[config.mk]
export PLATFORM = sky130hd
export DESIGN_NAME = capture_record_deframer
export DESIGN_NICKNAME = d
export VERILOG_FILES = /design/src/hdl/crd_pkg.sv /design/src/hdl/crd_frame_parser.sv /design/src/hdl/crd_record_builder.sv /design/src/hdl/capture_record_deframer.sv
export VERILOG_INCLUDE_DIRS = /design/src /design/src/hdl
export SDC_FILE = /design/constraint.sdc
export NUM_CORES = 1
export LEC_CHECK = 0
export ABC_AREA = 1
export BUFFER_PORTS_ARGS = -buffer_cell sky130_fd_sc_hd__buf_2
export CAP_MARGIN = 20
export CORE_AREA = 2 2 305 277
export CTS_BUF_LIST = sky130_fd_sc_hd__clkbuf_4 sky130_fd_sc_hd__clkbuf_8
export CTS_CLUSTER_SIZE = 12
export DETAILED_ROUTE_END_ITERATION = 10
export DIE_AREA = 0 0 307 279
export PLACE_DENSITY = 0.67
export SLEW_MARGIN = 5
export SYNTH_ARGS = -nofsm -noshare
export SYNTH_HDL_FRONTEND = slang
export SYNTH_SLANG_ARGS = --single-unit
[constraint.sdc]
create_clock -name clk -period 33.8 [get_ports clk]
set_input_delay 3.38 -clock clk [delete_from_list [all_inputs] [get_ports clk]]
set_output_delay 3.38 -clock clk [all_outputs]
set_load 0.02 [all_outputs]
[src/hdl/capture_record_deframer_defines.svh]
// ---------------------------------------------------------------------------
// Capture record deframer assertion macros
// Shorthand for concurrent checks clocked on clk, with and without reset gating.
// ---------------------------------------------------------------------------
`ifndef CAPTURE_RECORD_DEFRAMER_DEFINES_SVH
`define CAPTURE_RECORD_DEFRAMER_DEFINES_SVH

// Check that is switched off while reset is high.
`define CRD_ASSERT(lbl, prop, msg) \
  lbl: assert property (@(posedge clk) disable iff (rst) prop) else $error(msg);

// Check that also covers the reset cycles.
`define CRD_ASSERT_RST(lbl, prop, msg) \
  lbl: assert property (@(posedge clk) prop) else $error(msg);

`endif

[src/hdl/crd_pkg.sv]
// ---------------------------------------------------------------------------
// Capture record deframer package
// Frame constants, the frame event passed between stages and the record layout.
// ---------------------------------------------------------------------------
package crd_pkg;

  localparam logic [7:0]  SYNC_BYTE         = 8'h55;
  localparam logic [7:0]  TYPE_DATA         = 8'h10;
  localparam logic [7:0]  TYPE_STATUS       = 8'h01;
  localparam logic [15:0] MIN_DATA_LEN      = 16'd12;
  localparam logic [7:0]  CHANNEL_MASK      = 8'h3F;
  localparam logic [5:0]  CHANNEL_MAX       = 6'd39;
  localparam logic [15:0] MAX_PAYLOAD_RESET = 16'd512;
  localparam int          CAPTURE_BYTES     = 12;

  typedef enum logic {
    EV_ERROR,
    EV_RECORD
  } ev_kind_t;

  typedef struct packed {
    ev_kind_t    kind;
    logic [31:0] ts32;
    logic [7:0]  chan_raw;
    logic [7:0]  flags;
    logic [7:0]  rssi;
    logic [7:0]  pdu_hdr;
    logic [7:0]  pdu_len_byte;
    logic [15:0] total;
  } frame_event_t;

  // Last member first, so that the extended stamp lands in the lowest bits.
  typedef struct packed {
    logic [31:0]        error_total;
    logic [31:0]        record_index;
    logic [8:0]         pdu_length;
    logic [7:0]         pdu_header;
    logic [7:0]         flag_byte;
    logic signed [7:0]  rssi_dbm;
    logic               chan_phase;
    logic [5:0]         chan_num;
    logic [63:0]        stamp_delta;
    logic [63:0]        stamp_ext;
  } record_t;

  localparam int REC_BITS = $bits(record_t);

endpackage

[src/hdl/crd_frame_parser.sv]
// ---------------------------------------------------------------------------
// Capture frame parser
// Hunts for headers, tracks the payload, raises at most one event per frame end.
// ---------------------------------------------------------------------------
module crd_frame_parser (
  input  logic                  clk,
  input  logic                  rst,
  input  logic [15:0]           max_payload,
  input  logic                  in_valid,
  output logic                  in_ready,
  input  logic [7:0]            in_byte,
  output logic                  ev_valid,
  output crd_pkg::frame_event_t ev,
  input  logic                  ev_take
);
  import crd_pkg::*;

  logic [2:0][7:0]                 win;
  logic [1:0]                      fill;
  logic                            in_payload;
  logic                            is_data;
  logic [15:0]                     pos;
  logic [15:0]                     total;
  logic [CAPTURE_BYTES-1:0][7:0]   cap;
  logic [CAPTURE_BYTES-1:0][7:0]   cap_next;
  logic [15:0]                     pos_next;
  logic [15:0]                     hdr_len;
  logic                            hdr_ok;
  logic                            pay_end;
  logic                            fire;
  logic                            accept;
  frame_event_t                    ev_next;

  assign in_ready = !ev_valid || ev_take;
  assign accept   = in_valid && in_ready;
  assign pos_next = pos + 16'd1;
  assign hdr_len  = {in_byte, win[2]};
  assign hdr_ok   = (win[0] == SYNC_BYTE) && (hdr_len <= max_payload) &&
                    ((win[1] == TYPE_DATA) || (win[1] == TYPE_STATUS));
  assign pay_end  = in_payload && (pos_next >= total);

  always_comb begin
    cap_next = cap;
    if (in_payload && (pos < MIN_DATA_LEN)) begin
      cap_next[pos[3:0]] = in_byte;
    end
    ev_next.ts32         = {cap_next[3], cap_next[2], cap_next[1], cap_next[0]};
    ev_next.chan_raw     = cap_next[4];
    ev_next.flags        = cap_next[5];
    ev_next.rssi         = cap_next[8];
    ev_next.pdu_hdr      = cap_next[10];
    ev_next.pdu_len_byte = cap_next[11];
    ev_next.total        = total;
    ev_next.kind         = EV_ERROR;
    fire                 = 1'b0;
    if (pay_end) begin
      if (!is_data) begin
        fire = 1'b1;
      end else if (total >= MIN_DATA_LEN) begin
        if (cap_next[5] != 8'h00) begin
          fire = 1'b1;
        end else if ((cap_next[4] & CHANNEL_MASK) <= {2'b00, CHANNEL_MAX}) begin
          fire         = 1'b1;
          ev_next.kind = EV_RECORD;
        end
      end
    end else if (!in_payload && (fill == 2'd3) && hdr_ok && (hdr_len == 16'd0) &&
                 (win[1] == TYPE_STATUS)) begin
      fire = 1'b1;
    end
  end

  always_ff @(posedge clk) begin
    if (rst) begin
      win        <= '0;
      fill       <= 2'd0;
      in_payload <= 1'b0;
      is_data    <= 1'b0;
      pos        <= 16'd0;
      total      <= 16'd0;
      ev_valid   <= 1'b0;
    end else begin
      ev_valid <= (ev_valid && !ev_take) || (accept && fire);
      if (accept) begin
        if (in_payload) begin
          pos <= pos_next;
          if (pay_end) begin
            in_payload <= 1'b0;
          end
        end else if (fill != 2'd3) begin
          win[fill] <= in_byte;
          fill      <= fill + 2'd1;
        end else if (!hdr_ok) begin
          win[0] <= win[1];
          win[1] <= win[2];
          win[2] <= in_byte;
        end else begin
          fill       <= 2'd0;
          win        <= '0;
          is_data    <= (win[1] == TYPE_DATA);
          total      <= hdr_len;
          pos        <= 16'd0;
          in_payload <= (hdr_len != 16'd0);
        end
      end
    end
  end

  always_ff @(posedge clk) begin
    if (accept) begin
      cap <= cap_next;
      if (fire) begin
        ev <= ev_next;
      end
    end
  end

endmodule

[src/hdl/crd_record_builder.sv]
// ---------------------------------------------------------------------------
// Capture record builder
// Counts errors, extends timestamps and forms the output record in two stages.
// ---------------------------------------------------------------------------
module crd_record_builder (
  input  logic                          clk,
  input  logic                          rst,
  input  logic                          ev_valid,
  input  crd_pkg::frame_event_t         ev,
  output logic                          ev_take,
  output logic                          m_tvalid,
  input  logic                          m_tready,
  output logic [crd_pkg::REC_BITS-1:0]  m_tdata
);
  import crd_pkg::*;

  logic [31:0] prev_stamp;
  logic [31:0] stamp_upper;
  logic [63:0] prev_ext;
  logic [31:0] rec_count;
  logic [31:0] fault_count;

  logic        rec_valid;
  record_t     rec_data;
  logic [63:0] rec_prev;
  logic        rec_first;
  record_t     out_data;
  record_t     out_next;

  logic        rec_take;
  logic        rec_free;
  logic        wrap;
  logic [31:0] upper_next;
  logic [15:0] pdu_room;
  logic [8:0]  pdu_want;
  logic [8:0]  pdu_len;

  assign rec_take = rec_valid && (!m_tvalid || m_tready);
  assign rec_free = !rec_valid || rec_take;
  assign ev_take  = ev_valid && ((ev.kind == EV_ERROR) || rec_free);

  assign wrap       = (rec_count != 32'd0) && (ev.ts32 < prev_stamp);
  assign upper_next = stamp_upper + {31'd0, wrap};
  assign pdu_room   = ev.total - 16'd10;
  assign pdu_want   = {1'b0, ev.pdu_len_byte} + 9'd2;
  assign pdu_len    = ({7'd0, pdu_want} > pdu_room) ? pdu_room[8:0] : pdu_want;

  always_comb begin
    out_next             = rec_data;
    out_next.stamp_delta = rec_first ? 64'd0 : (rec_data.stamp_ext - rec_prev);
  end

  always_ff @(posedge clk) begin
    if (rst) begin
      prev_stamp  <= 32'd0;
      stamp_upper <= 32'd0;
      prev_ext    <= 64'd0;
      rec_count   <= 32'd0;
      fault_count <= 32'd0;
      rec_valid   <= 1'b0;
      m_tvalid    <= 1'b0;
    end else begin
      if (rec_take) begin
        m_tvalid  <= 1'b1;
      end else if (m_tready) begin
        m_tvalid <= 1'b0;
      end
      rec_valid <= (rec_valid && !rec_take) || (ev_take && (ev.kind == EV_RECORD));
      if (ev_take) begin
        if (ev.kind == EV_ERROR) begin
          fault_count <= fault_count + 32'd1;
        end else begin
          stamp_upper <= upper_next;
          prev_stamp  <= ev.ts32;
          prev_ext    <= {upper_next, ev.ts32};
          rec_count   <= rec_count + 32'd1;
        end
      end
    end
  end

  always_ff @(posedge clk) begin
    if (ev_take && (ev.kind == EV_RECORD)) begin
      rec_data.stamp_ext    <= {upper_next, ev.ts32};
      rec_data.stamp_delta  <= 64'd0;
      rec_data.chan_num     <= ev.chan_raw[5:0];
      rec_data.chan_phase   <= ev.chan_raw[7];
      rec_data.rssi_dbm     <= ev.rssi;
      rec_data.flag_byte    <= ev.flags;
      rec_data.pdu_header   <= ev.pdu_hdr;
      rec_data.pdu_length   <= pdu_len;
      rec_data.record_index <= rec_count;
      rec_data.error_total  <= fault_count;
      rec_prev              <= prev_ext;
      rec_first             <= (rec_count == 32'd0);
    end
    if (rec_take) begin
      out_data <= out_next;
    end
  end

  assign m_tdata = out_data;

endmodule

[src/hdl/capture_record_deframer.sv]
// After a frame's last byte, its result passes the event, record and output registers.
// One byte beat is taken every cycle unless an event waits untaken; the event, record
// and output registers (three deep) let input continue while a record waits at output.
// Reset is synchronous: the parser returns to hunting, all counters and the timestamp
// extension clear, and max_payload returns to 512.
// ---------------------------------------------------------------------------
// Capture record deframer
// Deframes a byte stream of capture frames into per-frame metadata records.
// ---------------------------------------------------------------------------
`include "capture_record_deframer_defines.svh"

module capture_record_deframer (
  input  logic                          clk,
  input  logic                          rst,
  input  logic                          cfg_valid,
  output logic                          cfg_ready,
  input  logic [15:0]                   cfg_data,
  input  logic                          s_tvalid,
  output logic                          s_tready,
  // rx_byte
  input  logic [7:0]                    s_tdata,
  output logic                          m_tvalid,
  input  logic                          m_tready,
  // stamp_ext, stamp_delta, chan_num, chan_phase, rssi_dbm, flag_byte,
  // pdu_header, pdu_length, record_index, error_total
  output logic [crd_pkg::REC_BITS-1:0]  m_tdata
);
  import crd_pkg::*;

  logic         [15:0] max_payload;
  logic                ev_valid;
  frame_event_t        ev;
  logic                ev_take;
  record_t             out_view;

  assign cfg_ready = 1'b1;
  assign out_view  = m_tdata;

  always_ff @(posedge clk) begin
    if (rst) begin
      max_payload <= MAX_PAYLOAD_RESET;
    end else if (cfg_valid && cfg_ready) begin
      max_payload <= cfg_data;
    end
  end

  crd_frame_parser u_parser (
    .clk         (clk),
    .rst         (rst),
    .max_payload (max_payload),
    .in_valid    (s_tvalid),
    .in_ready    (s_tready),
    .in_byte     (s_tdata),
    .ev_valid    (ev_valid),
    .ev          (ev),
    .ev_take     (ev_take)
  );

  crd_record_builder u_builder (
    .clk      (clk),
    .rst      (rst),
    .ev_valid (ev_valid),
    .ev       (ev),
    .ev_take  (ev_take),
    .m_tvalid (m_tvalid),
    .m_tready (m_tready),
    .m_tdata  (m_tdata)
  );

  `CRD_ASSERT(a_stall_needs_event, !s_tready |-> ev_valid, "input stalled with no pending event")
  `CRD_ASSERT(a_channel_range, m_tvalid |-> out_view.chan_num <= CHANNEL_MAX, "channel above limit")
  `CRD_ASSERT(a_first_interval, m_tvalid && out_view.record_index == 32'd0 |-> out_view.stamp_delta == 64'd0, "first record with nonzero interval")
  `CRD_ASSERT_RST(a_reset_empty, rst |=> !m_tvalid && !ev_valid, "pipeline not empty after reset")

endmodule
==> results of run 1 <==
[critical path, delay by kind of cell]
| kind | cells | cell delay [ns] |
|---|---|---|
| and+or+nand+nor | 3 | 0.53 |
| buffers and inverters | 3 | 0.33 |
[power groups by stage]
stage               Clock, mW  Sequential [mW]  Combinational, mW
floorplan                   0             1.12             0.0265
CTS                     0.936             1.10             0.0390
global placement            0             1.12             0.0379
finish                  0.909             1.10             0.0390
global route            0.978             1.10             0.0441
detailed placement          0             1.12             0.0389
[per-layer routing]
layer  global-route usage, %  wire length [µm]  share of wire, %
met5                       0                 0                 0
met4                    6.47              1830               2.1
met3                    4.15              5740               6.5
met2                    32.2             40300                46
met1                    28.2             40100                46
[flip-flops by register name (all words and copies together) (netlist names), 2 cells and up]
name                   count
u_parser.fill              2
u_builder.fault_count     32
u_builder.prev_ext        64
u_parser.ev               88
max_payload               16
u_builder.out_next       168
u_parser.pos              16
u_parser.win              16
u_builder.rec_count       32
u_builder.rec_prev        64
u_parser.cap              71
u_parser.total            16
u_builder.m_tdata        232
u_parser.hdr_len           8
[cell type report]
| type | count | area share (%) |
|---|---|---|
| tap | 1071 | 3.18 |
| timing repair buffer | 276 | 3.39 |
| multi-input combinational | 2160 | 27.9 |
| clock buffer | 206 | 5.98 |
| antenna | 1 | 0.00594 |
| inverter | 492 | 4.41 |
| sequential | 831 | 54.3 |
| clock inverter | 42 | 0.834 |
[synthesized netlist by cell type (all sizes together) (5+ instances only)]
| cell type | instances |
|---|---|
| edfxtp | 624 |
| nand4 | 64 |
| dfxtp | 207 |
| o21bai | 22 |
| nand3 | 112 |
| o21ai | 336 |
| xnor2 | 12 |
| nand2 | 560 |
| a21boi | 6 |
| o21a | 19 |
| ha | 150 |
| clkbuf | 46 |
| nor3 | 58 |
| a21oi | 337 |
| buf | 25 |
| nor2 | 344 |
| or2 | 6 |
| a21o | 6 |
| nor4 | 28 |
| a31oi | 16 |
| xor2 | 60 |
| inv | 488 |
| a211oi | 5 |
[metrics by stage]
step	hold slack [ns]	setup slack [ns]	util [%]	power (mW)
after floorplan	0.400	19.89	-	1.15
after global placement	0.400	26.20	47.7	1.16
after detailed placement	0.405	26.20	47.7	1.16
after CTS	0.400	26.19	51.2	2.07
after global routing	0.405	26.12	51.2	2.12
final	0.401	26.19	51.2	2.05
[logic make-up after synthesis]
group                    Yosys count  share of synthesized area [%]
buffers and inverters            563                           5.96
other                              1                         0.0102
flip-flops                       831                           62.1
AND/OR/NAND/NOR                 1181                           14.2
AO/OA/AOI/OAI                    755                           10.8
adder cells (fa/ha/maj)          151                           5.15
XOR/XNOR                          72                           1.73
[cell usage in the layout, fill, tap and decap left out, types with 14 or more instances in the layout]
cell	instances
sky130_fd_sc_hd__a21oi_1	336
sky130_fd_sc_hd__a31oi_1	16
sky130_fd_sc_hd__edfxtp_1	624
sky130_fd_sc_hd__ha_1	150
sky130_fd_sc_hd__o21ai_0	288
sky130_fd_sc_hd__dfxtp_1	207
sky130_fd_sc_hd__nand2_1	548
sky130_fd_sc_hd__nor2_2	19
sky130_fd_sc_hd__clkbuf_4	50
sky130_fd_sc_hd__buf_2	261
sky130_fd_sc_hd__o21ai_1	47
sky130_fd_sc_hd__o21bai_1	22
sky130_fd_sc_hd__nand4_1	58
sky130_fd_sc_hd__inv_1	474
sky130_fd_sc_hd__nor3_1	47
sky130_fd_sc_hd__xor2_1	59
sky130_fd_sc_hd__clkinv_2	15
sky130_fd_sc_hd__inv_2	14
sky130_fd_sc_hd__o21a_1	19
sky130_fd_sc_hd__nor4_1	25
sky130_fd_sc_hd__nand3_1	103
sky130_fd_sc_hd__clkbuf_8	156
sky130_fd_sc_hd__nor2_1	317
[path summary, 6_finish.rpt]
kind / start / end / slack (ns)
setup / recovery: m_tready / s_tready / 26.19
hold / removal: u_builder.out_next[230] / u_builder.m_tdata[230] / 0.40
setup reg to reg: u_parser.pos[0] / u_parser.ev[41] / 28.81
hold reg to reg: u_builder.out_next[230] / u_builder.m_tdata[230] / 0.40
==> PnR_summary.wiki, run 1 <==
{| class="wikitable"
! Metric !! Value
|-
| Slew at the pin with the worst max-slew slack || 1.03 ns
|-
| Count of final hold-check violations || 0
|-
| Crit Path Class || in2out
|-
| Dominant synthesized flop cell || sky130_fd_sc_hd__edfxtp_1
|-
| Required arrival time at the worst endpoint || 30.42 ns
|-
| Number of nets in the layout || 4079
|-
| Multi-input combinational cell area || 11800 µm²
|-
| Flip-flop and latch area || 22900 µm²
|-
| Layout overhead on the synthesized area || 14.4%
|-
| Number of H-tree branching levels || 4
|-
| Switching fraction of total power || 21.8%
|-
| Final period utilization || 22.5%
|-
| Num Clock Sinks || 831
|-
| Total non-filler cell area in the finished layout || 42200 µm²
|-
| Clk Tree Root Cell || sky130_fd_sc_hd__clkbuf_8
|-
| Peak fanout along the critical path || 3
|-
| Result of the run || finished, final reports clean
|-
| WL per Instance || 17.3 µm
|-
| Cell-by-cell trace of the critical path || buf_2 -> nor2_1 -> nand2_2 -> nor2_1 -> inv_1 -> buf_2
|-
| Drt first-iter violations || 2200
|-
| CTS tree || yes
|-
| Yosys Warn Count || 0
|-
| Startpoint type of the worst setup path || input pin
|-
| Total setup buffers inserted after CTS || 0
|-
| Largest net degree at the start of global routing || 114
|-
| Share of the synthesized area in the top cell type || 50.9%
|-
| Via count of the first global-routing pass || 24757
|-
| Setup-failing EPs final || 0
|-
| Max VDD drop || 0.0412 mV
|-
| Leakage power || 16.6 nW
|-
| Die height || 279 µm
|-
| Synth Net Count || 3734
|-
| Final weighted congestion of routability-driven global placement || 0.930
|-
| Final-layout fill cell count || 7478
|-
| Max clock buf depth || 3
|-
| Boundary Pins || 264
|-
| Arr. time, crit path || 4.23 ns
|-
| Global-route wire length before repair || 136000 µm
|-
| Half-perimeter wire length of the detailed placement result || 63000 µm
|-
| Number of buffers added to fix hold violations after cts || 0
|-
| Sequential share of the synthesized area || 62.1%
|-
| DRC violations left || 0
|-
| Gr usage total || 20.3%
|-
| Post-placement cell area || 39300 µm²
|-
| Unrepaired setup endpoints after global routing || false
|-
| Number of cells on the worst hold path || 0
|-
| Category of the worst setup path capture point || output port
|-
| Gate count after technology mapping || 3554
|-
| Min-Delay Path Class || reg2reg
|-
| Share of async-settable or async-resettable flops after synthesis || 0%
|-
| Final ANT Viol Nets || 0
|-
| Number of flops mapped to enable cells by yosys || 624
|-
| FF+latch count, synth || 831
|-
| Portion of total power attributed to combinational logic || 1.9%
|-
| Internal power || 1.60 mW
|-
| Psw || 446 µW
|-
| Portion of total power attributed to sequential cells || 53.7%
|-
| Max-slew violation count || 0
|-
| Post-synthesis cell type count || 57
|-
| Final Critical Period || 7.61 ns
|-
| R2r worst-path depth || 21
|-
| Insertion delay of the later-clocked pin in the worst-skew pair || 0.80 ns
|-
| Number of cells in the design after placement || 4829
|-
| Cell area after synthesis || 36800 µm²
|-
| Pwr dens || 48.6 nW/µm²
|-
| Site Rows || 100
|-
| CTS Buf Count || 138
|-
| Clock transition at the registers of the reported paths || 0.06 ns
|-
| Post-Route Skew || 0.0363 ns
|-
| Highest Clock Rate || 131 MHz
|-
| Count of placed standard cells in the final layout, fillers left out || 5079
|-
| Via count || 25959
|-
| Max Cap Viol || 0
|-
| Core footprint || 82300 µm²
|-
| Worst slew slack as a fraction of its limit || 31.1%
|-
| Share of final-layout standard cells stronger than drive strength 1 || 15.0%
|-
| Total Wirelength || 88000 µm
|-
| Starting Density || 44.7%
|-
| Number of input and output port buffers inserted || 262
|-
| Cell with the largest stage delay on the worst path || sky130_fd_sc_hd__nor2_1
|-
| Antenna violations before repair || 3
|-
| Clock group share of total power || 44.4%
|-
| Top cell type by total area after synthesis || sky130_fd_sc_hd__edfxtp_1
|-
| Leading cell types by total area after synthesis || sky130_fd_sc_hd__edfxtp_1, sky130_fd_sc_hd__dfxtp_1, sky130_fd_sc_hd__nand2_1
|-
| Die Footprint || 85700 µm²
|-
| Die width || 307 µm
|-
| Slowest stage delay, CP || 0.28 ns
|-
| Setup total negative slack || 0 ns
|-
| Avg Vias per Cell || 5.11
|-
| Quantity of gates resized following cts || 0
|-
| Drt pass-1 iters || 6
|-
| Syn Area/Cell || 10.4 µm²
|-
| Leftover overflow at the end of global routing || 0
|}
No activity file was read; power rests on OpenSTA's default activity.
==> run 2: changes to the inputs <==
ABC_AREA = 0   (was 1)
CORE_AREA = 2 2 299 271   (was 2 2 305 277)
DIE_AREA = 0 0 301 273   (was 0 0 307 279)
clock period = 7.3 ns   (was 33.8 ns; I/O delays follow)
==> run 2 against run 1 <==
Synthesized cell count fell by 21%. Combinational power rose to 4.0 times the previous value. Register-to-register slack got worse by 26 ns. Sequential share of layout area increased by 2.0 points. Clock-buffer cell count shrank 8. Synthesized area decreased by 4.2%. Largest power group unchanged. Routed wire length fell by 17%. Clock power rose to 4.7 times the previous value. First-iteration DRC count is 45% lower.
==> PnR_summary.wiki, run 2 <==
{| class="wikitable"
! Metric !! Value
|-
| Final period utilization || 67.4%
|-
| Worst slew slack as a fraction of its limit || 30.1%
|-
| Share of async-settable or async-resettable flops after synthesis || 0%
|-
| Site Rows || 98
|-
| Count of final hold-check violations || 0
|-
| Unrepaired setup endpoints after global routing || false
|-
| Cell area after synthesis || 35300 µm²
|-
| Cell-by-cell trace of the critical path || ha_1 -> a21o_1 -> a21o_1 -> a21o_1 -> a21o_1 -> a21o_1 -> a211oi_1 -> o41ai_1 -> a21oi_1 -> o31a_1 -> ha_1 -> ha_1 -> nand3_1 -> nor2_1 -> nand3_2 -> nor2_2 -> and3_1 -> and3_1 -> nand3_1 -> nor3_1 -> xnor2_1 -> nor2_1
|-
| Leading cell types by total area after synthesis || sky130_fd_sc_hd__edfxtp_1, sky130_fd_sc_hd__dfxtp_1, sky130_fd_sc_hd__ha_1
|-
| Avg Vias per Cell || 5.09
|-
| Share of the synthesized area in the top cell type || 53.1%
|-
| Final weighted congestion of routability-driven global placement || 0.875
|-
| FF+latch count, synth || 831
|-
| Critical path buffer and inverter count || 0
|-
| Number of flops mapped to enable cells by yosys || 624
|-
| Top cell type by total area after synthesis || sky130_fd_sc_hd__edfxtp_1
|-
| Flip-flop and latch area || 22900 µm²
|-
| Drt first-iter violations || 1213
|-
| Core footprint || 79100 µm²
|-
| Worst slack at placement || 2.36 ns
|-
| Quantity of gates resized following cts || 0
|-
| Portion of total power attributed to sequential cells || 53.5%
|-
| Cell with the largest stage delay on the worst path || sky130_fd_sc_hd__edfxtp_1
|-
| Largest net degree at the start of global routing || 142
|-
| Leakage power || 15.5 nW
|-
| Clock group share of total power || 44.8%
|-
| Num Clock Sinks || 831
|-
| Crit Path Class || reg2reg
|-
| Number of buffers added to fix hold violations after cts || 0
|-
| Synth Net Count || 2985
|-
| Category of the worst setup path capture point || flop
|-
| Multi-input combinational cell area || 11400 µm²
|-
| WL per Instance || 17.1 µm
|-
| Setup-failing EPs final || 0
|-
| Starting Density || 44.6%
|-
| Clk Tree Root Cell || sky130_fd_sc_hd__clkbuf_8
|-
| Setup total negative slack || 0 ns
|-
| Crit. path cell count || 22
|-
| WL met3 || 3760 µm
|-
| R2r worst-path depth || 22
|-
| Highest Clock Rate || 203 MHz
|-
| Number of nets in the layout || 3313
|-
| Via count || 21856
|-
| Drt pass-1 iters || 5
|-
| Leftover overflow at the end of global routing || 0
|-
| Psw || 2.02 mW
|-
| Top routing layer in use || met5
|-
| Required arrival time at the worst endpoint || 7.94 ns
|-
| Final Critical Period || 4.92 ns
|-
| Wire length on met2 || 33500 µm
|-
| Category of cells accounting for the largest share of critical-path delay || simple AND/OR/NAND/NOR gates
|-
| Die Footprint || 82200 µm²
|-
| Half-perimeter wire length of the detailed placement result || 49300 µm
|-
| Die height || 273 µm
|-
| Post-synthesis cell type count || 85
|-
| Most frequent standard cell in the layout excluding fill and tap cells || sky130_fd_sc_hd__edfxtp_1
|-
| Number of input and output port buffers inserted || 262
|-
| Insertion delay of the later-clocked pin in the worst-skew pair || 0.79 ns
|-
| Max clock buf depth || 3
|-
| Dominant synthesized flop cell || sky130_fd_sc_hd__edfxtp_1
|-
| Met1 wire length || 34000 µm
|-
| Pwr dens || 234 nW/µm²
|-
| Switching fraction of total power || 21.3%
|-
| Final ANT Viol Nets || 0
|-
| Max VDD drop || 0.155 mV
|-
| Antenna violations before repair || 4
|-
| DRC violations left || 0
|-
| Die width || 301 µm
|-
| Via count of the first global-routing pass || 21072
|-
| Min-Delay Path Class || in2reg
|-
| Number of cells on the worst hold path || 3
|-
| CTS tree || yes
|-
| Total Wirelength || 73300 µm
|-
| Gate count after technology mapping || 2805
|-
| Portion of total power attributed to combinational logic || 1.7%
|-
| Startpoint type of the worst setup path || flop
|-
| Setup slack of the critical path after layout || 2.38 ns
|-
| Most used standard cells in the synthesized netlist || sky130_fd_sc_hd__edfxtp_1, sky130_fd_sc_hd__nor2_1, sky130_fd_sc_hd__nand2_1
|-
| Max Cap Viol || 0
|-
| Slowest stage delay, CP || 0.42 ns
|-
| CTS Buf Count || 139
|-
| Slew at the pin with the worst max-slew slack || 1.05 ns
|-
| Flip-flop count of the largest register, all copies and words added || 232
|-
| Most used cells in the layout excluding fill and tap cells || sky130_fd_sc_hd__edfxtp_1, sky130_fd_sc_hd__nor2_1, sky130_fd_sc_hd__buf_2, sky130_fd_sc_hd__nand2_1, sky130_fd_sc_hd__dfxtp_1
|-
| Most numerous cell on the critical path || sky130_fd_sc_hd__a21o_1
|-
| Total setup buffers inserted after CTS || 0
|-
| Post-Route Skew || 0.0288 ns
|-
| Internal power || 7.48 mW
|-
| Result of the run || finished, final reports clean
|-
| Syn Area/Cell || 12.6 µm²
|-
| Boundary Pins || 264
|-
| Sequential share of the synthesized area || 64.9%
|-
| Library cell with the highest instance count after synthesis || sky130_fd_sc_hd__edfxtp_1
|-
| Share of final-layout standard cells stronger than drive strength 1 || 19.0%
|-
| Arr. time, crit path || 5.56 ns
|-
| Final-layout fill cell count || 6907
|-
| Yosys Warn Count || 0
|-
| Layout overhead on the synthesized area || 15.3%
|-
| Setup slack, reg-to-reg || 2.38 ns
|-
| Gr usage total || 17.8%
|-
| Peak fanout along the critical path || 8
|-
| Clock transition at the registers of the reported paths || 0.06 ns
|-
| Max-slew violation count || 0
|-
| Number of H-tree branching levels || 4
|-
| Global-route wire length before repair || 115000 µm
|}
## run 2: cell count changes after synthesis, sizes merged, moves of 41 or more
cell   before  now
nor2      344  298
nand2     560  216
o21ai     336   76
a21o        6   64
mux2        0   76
xnor2      12   82
inv       488  175
mux2i       0   41
xor2       60  105
a21oi     337  160
## run 2: worst reg2reg max path: stages (launching register included)
cell and delay [ns]:
sky130_fd_sc_hd__edfxtp_1 0.42, sky130_fd_sc_hd__ha_1 0.32, sky130_fd_sc_hd__a21o_1 0.16, sky130_fd_sc_hd__a21o_1 0.17, sky130_fd_sc_hd__a21o_1 0.17, sky130_fd_sc_hd__a21o_1 0.17
sky130_fd_sc_hd__a21o_1 0.17, sky130_fd_sc_hd__a211oi_1 0.24, sky130_fd_sc_hd__o41ai_1 0.13, sky130_fd_sc_hd__a21oi_1 0.22, sky130_fd_sc_hd__o31a_1 0.16, sky130_fd_sc_hd__ha_1 0.19
sky130_fd_sc_hd__ha_1 0.21, sky130_fd_sc_hd__nand3_1 0.15, sky130_fd_sc_hd__nor2_1 0.34, sky130_fd_sc_hd__nand3_2 0.23, sky130_fd_sc_hd__nor2_2 0.21, sky130_fd_sc_hd__and3_1 0.23
sky130_fd_sc_hd__and3_1 0.23, sky130_fd_sc_hd__nand3_1 0.18, sky130_fd_sc_hd__nor3_1 0.25, sky130_fd_sc_hd__xnor2_1 0.16, sky130_fd_sc_hd__nor2_1 0.05
## run 2: power by group through the flow
stage,combinational (mW),sequential [mW],clock (mW)
floorplan,0.106,5.18,0
CTS,0.159,5.08,4.41
global route,0.175,5.08,4.61
finish,0.157,5.08,4.26
global placement,0.155,5.18,0
detailed placement,0.158,5.18,0
## run 2: cell families (layout without fill, tap and decap cells)
family / Yosys count / in the layout / synth area share [%]
XOR/XNOR: 187 / 187 / 4.64
multiplexers: 117 / 117 / 3.59
AO/OA/AOI/OAI: 430 / 430 / 7.79
buffers and inverters: 266 / 706 / 2.88
AND/OR/NAND/NOR: 822 / 822 / 10.8
other: 1 / 2 / 0.0106
adder cells (fa/ha/maj): 151 / 151 / 5.38
flip-flops: 831 / 831 / 64.9
## run 2: final timing paths
kind / from / to
min: cfg_data[13] / max_payload[13]
min reg2reg: u_parser.ev[53] / u_builder.out_next[133]
max: u_parser.ev[57] / u_builder.prev_ext[62]
max reg2reg: u_parser.ev[57] / u_builder.prev_ext[62]
## run 2: layout make-up
class                   instances  share of cell area, %
clock buffers                 198                   6.04
repair buffers                277                   3.55
inverters                     176                   1.64
clock inverters                55                   1.22
multi-input cells            1708                   28.0
diodes                          1                0.00615
well taps                    1050                   3.23
flip-flops and latches        831                   56.3
## run 2: per-stage QoR
| step | instances | instance area [µm²] | util [%] | hold WS, ns | total power, mW |
|---|---|---|---|---|---|
| 3_3_place_gp | 4041 | 37700 | 47.7 | 0.401 | 5.34 |
| 4_1_cts | 4294 | 40700 | 51.4 | 0.0884 | 9.65 |
| 2_1_floorplan | 2805 | 35300 | - | 0.400 | 5.28 |
| 6_report | 4296 | 40700 | 51.4 | 0.185 | 9.50 |
| 5_1_grt | 4296 | 40700 | 51.4 | 0.141 | 9.87 |
| 3_5_place_dp | 4041 | 37700 | 47.7 | 0.405 | 5.34 |
## run 2: per-layer routing
layer  track usage (%)  vias to the layer above
met5                 0                        -
met3              3.73                      144
li1                  -                    10835
met1              24.4                    10340
met2              27.8                      535
met4              7.17                        2
==> run 3: changes to the inputs <==
PLACE_DENSITY = 0.69   (was 0.67)
clock period = 4.4 ns   (was 7.3 ns; I/O delays follow)
==> run 3 against run 2 <==
Flip-flop and latch count unchanged. Die area unchanged. Sequential power increased by 66%. Power increased by 66%. Clock power up 65%. Via count is 0.71% higher. Cell area increased by 1.4%. Routed wire length grew 0.24%. Cell count is 1.4% higher. First-iteration DRC count is 1.1% higher. Non-clock buffer count rose by 55. Critical path type unchanged. Largest cell class unchanged.
==> PnR_summary.wiki, run 3 (synthesis results as in run 2) <==
{| class="wikitable"
! Metric !! Value
|-
| Max Cap Viol || 0
|-
| End-of-flow core utilization || 52.1%
|-
| Gr usage total || 17.8%
|-
| Boundary Pins || 264
|-
| DRC violations left || 0
|-
| Post-Route Skew || 0.0557 ns
|-
| Unrepaired setup endpoints after global routing || false
|-
| Worst slack at placement || -0.121 ns
|-
| Total Wirelength || 73500 µm
|-
| Required arrival time at the worst endpoint || 5.03 ns
|-
| Final weighted congestion of routability-driven global placement || 0.870
|-
| Die Footprint || 82200 µm²
|-
| Clk Tree Root Cell || sky130_fd_sc_hd__clkbuf_8
|-
| Antenna violations before repair || 2
|-
| Portion of total power attributed to combinational logic || 1.8%
|-
| Worst slew slack as a fraction of its limit || 26.7%
|-
| Share of final-layout standard cells stronger than drive strength 1 || 19.8%
|-
| Leakage power || 15.8 nW
|-
| Portion of total power attributed to sequential cells || 53.6%
|-
| Worst Hold Path EP || max_payload[9]
|-
| Site Rows || 98
|-
| Cell-by-cell trace of the critical path || ha_1 -> a21o_1 -> a21o_1 -> a21o_1 -> a21o_1 -> a21o_1 -> a211oi_2 -> o41ai_2 -> a21oi_1 -> o31a_1 -> ha_4 -> nand3_4 -> nor3_4 -> and2_4 -> and4_4 -> and4_4 -> and3_4 -> and3_4 -> nand4_1 -> xor2_1 -> nor2_1
|-
| Number of H-tree branching levels || 4
|-
| Clock group share of total power || 44.6%
|-
| Pwr dens || 382 nW/µm²
|-
| Max-slew violation count || 0
|-
| Most numerous cell on the critical path || sky130_fd_sc_hd__a21o_1
|-
| Die height || 273 µm
|-
| Insertion delay of the later-clocked pin in the worst-skew pair || 0.80 ns
|-
| Critical path buffer and inverter count || 0
|-
| Global-route wire length before repair || 116000 µm
|-
| Switching fraction of total power || 21.5%
|-
| Category of cells accounting for the largest share of critical-path delay || compound AO/OA/AOI/OAI gates
|-
| Setup total negative slack || 0 ns
|-
| WL per Instance || 16.9 µm
|-
| Total power || 15.7 mW
|-
| Most frequent standard cell in the layout excluding fill and tap cells || sky130_fd_sc_hd__edfxtp_1
|-
| Via count || 22012
|-
| Num Clock Sinks || 831
|-
| Drt first-iter violations || 1226
|-
| Number of cells on the worst hold path || 3
|-
| Layout overhead on the synthesized area || 16.9%
|-
| Min-Delay Path Class || in2reg
|-
| Setup slack of the critical path after layout || 0.233 ns
|-
| Final ANT Viol Nets || 0
|-
| Number of input and output port buffers inserted || 262
|-
| Count of final hold-check violations || 0
|-
| Cell with the largest stage delay on the worst path || sky130_fd_sc_hd__edfxtp_1
|-
| Half-perimeter wire length of the detailed placement result || 48800 µm
|-
| Arr. time, crit path || 4.80 ns
|-
| Avg Vias per Cell || 5.05
|-
| Beginning of the worst hold path || cfg_valid
|-
| Flip-flop count of the largest register, all copies and words added || 232
|-
| Drt pass-1 iters || 7
|-
| Crit Path Class || reg2reg
|-
| CTS tree || yes
|-
| Source of the worst register-to-register timing path || u_parser.ev[57]
|-
| Startpoint type of the worst setup path || flop
|-
| Max VDD drop || 0.239 mV
|-
| Final Critical Period || 4.17 ns
|-
| Die width || 301 µm
|-
| Total non-filler cell area in the finished layout || 41200 µm²
|-
| Psw || 3.38 mW
|-
| Final-layout fill cell count || 6800
|-
| Via count of the first global-routing pass || 21349
|-
| Slowest stage delay, CP || 0.41 ns
|-
| Largest net degree at the start of global routing || 189
|-
| Category of the worst setup path capture point || flop
|-
| Number of nets in the layout || 3367
|-
| Internal power || 12.3 mW
|-
| CTS Buf Count || 138
|-
| Setup-failing EPs final || 0
|-
| Destination of the worst register-to-register timing path || u_builder.prev_ext[63]
|-
| Total setup buffers inserted after CTS || 0
|-
| Leftover overflow at the end of global routing || 0
|-
| Peak fanout along the critical path || 4
|-
| Final period utilization || 94.7%
|-
| Starting Density || 44.6%
|-
| Max clock buf depth || 3
|-
| Result of the run || finished, final reports clean
|-
| Setup slack, reg-to-reg || 0.23 ns
|-
| Slew at the pin with the worst max-slew slack || 1.10 ns
|-
| Most used cells in the layout excluding fill and tap cells || sky130_fd_sc_hd__edfxtp_1, sky130_fd_sc_hd__nor2_1, sky130_fd_sc_hd__buf_2, sky130_fd_sc_hd__nand2_1, sky130_fd_sc_hd__dfxtp_1
|-
| Core footprint || 79100 µm²
|-
| R2r worst-path depth || 21
|-
| Highest Clock Rate || 240 MHz
|-
| Clock transition at the registers of the reported paths || 0.06 ns
|-
| Post-placement cell area || 37900 µm²
|}
## run 3: per-layer routing
layer / wire, µm / GRT usage, % / vias up
met5: 0 / 0 / -
met4: 1910 / 6.94 / 0
met3: 3380 / 3.44 / 129
met2: 33900 / 28.1 / 477
met1: 34300 / 24.4 / 10462
li1: - / - / 10944
## run 3: cell type report
cell class	count	area, µm²	share of cell area, %
Tap cell	1050	1310	3.19
Inverter	176	668	1.62
Clock buffer	197	2440	5.91
Sequential cell	831	22900	55.5
Multi-Input combinational cell	1708	11500	27.8
Clock inverter	61	480	1.17
Antenna cell	1	2.50	0.00607
Timing Repair Buffer	332	1970	4.77
## run 3: timing repair
item	4_1_cts	5_1_grt
hold buffers	29	0
setup endpoints to repair	7	11
endpoints found under the hold margin	30	0
gates resized for setup	3	10
pin swaps	0	7
## run 3: worst max-delay path by stage
stage	from	endpoint	slack, ns	cells after the start
5_1_grt	u_parser.ev[57]	u_builder.prev_ext[63]	0.02	21
6_report	u_parser.ev[57]	u_builder.prev_ext[63]	0.23	21
2_1_floorplan	u_builder.m_tvalid	u_builder.m_tdata[0]	0.03	2
3_3_place_gp	u_parser.ev[57]	u_builder.out_next[63]	-0.07	20
4_1_cts	u_parser.ev[57]	u_builder.out_next[63]	0.01	20
3_5_place_dp	u_parser.ev[57]	u_builder.out_next[63]	-0.12	20
## run 3: worst register-to-register path: stages, from the launching register on
cell and delay (ns):
sky130_fd_sc_hd__edfxtp_1 0.41, sky130_fd_sc_hd__ha_1 0.30, sky130_fd_sc_hd__a21o_1 0.16, sky130_fd_sc_hd__a21o_1 0.17, sky130_fd_sc_hd__a21o_1 0.17, sky130_fd_sc_hd__a21o_1 0.18
sky130_fd_sc_hd__a21o_1 0.18, sky130_fd_sc_hd__a211oi_2 0.22, sky130_fd_sc_hd__o41ai_2 0.10, sky130_fd_sc_hd__a21oi_1 0.17, sky130_fd_sc_hd__o31a_1 0.19, sky130_fd_sc_hd__ha_4 0.17
sky130_fd_sc_hd__nand3_4 0.09, sky130_fd_sc_hd__nor3_4 0.15, sky130_fd_sc_hd__and2_4 0.20, sky130_fd_sc_hd__and4_4 0.23, sky130_fd_sc_hd__and4_4 0.24, sky130_fd_sc_hd__and3_4 0.19
sky130_fd_sc_hd__and3_4 0.20, sky130_fd_sc_hd__nand4_1 0.11, sky130_fd_sc_hd__xor2_1 0.18, sky130_fd_sc_hd__nor2_1 0.05
## run 3: metrics by stage
stage | hold slack [ns] | instances
6_report | 0.196 | 4356
5_1_grt | 0.174 | 4356
4_1_cts | 0.111 | 4354
3_5_place_dp | 0.405 | 4067
3_3_place_gp | 0.401 | 4067
2_1_floorplan | 0.400 | 2805
## run 3: power by group through the flow
stage | combinational [mW] | clock [mW] | sequential [mW]
after floorplan | 0.177 | 0 | 8.59
after global placement | 0.261 | 0 | 8.60
after detailed placement | 0.266 | 0 | 8.60
after CTS | 0.287 | 7.24 | 8.43
after global routing | 0.321 | 7.57 | 8.43
final | 0.287 | 7.01 | 8.43
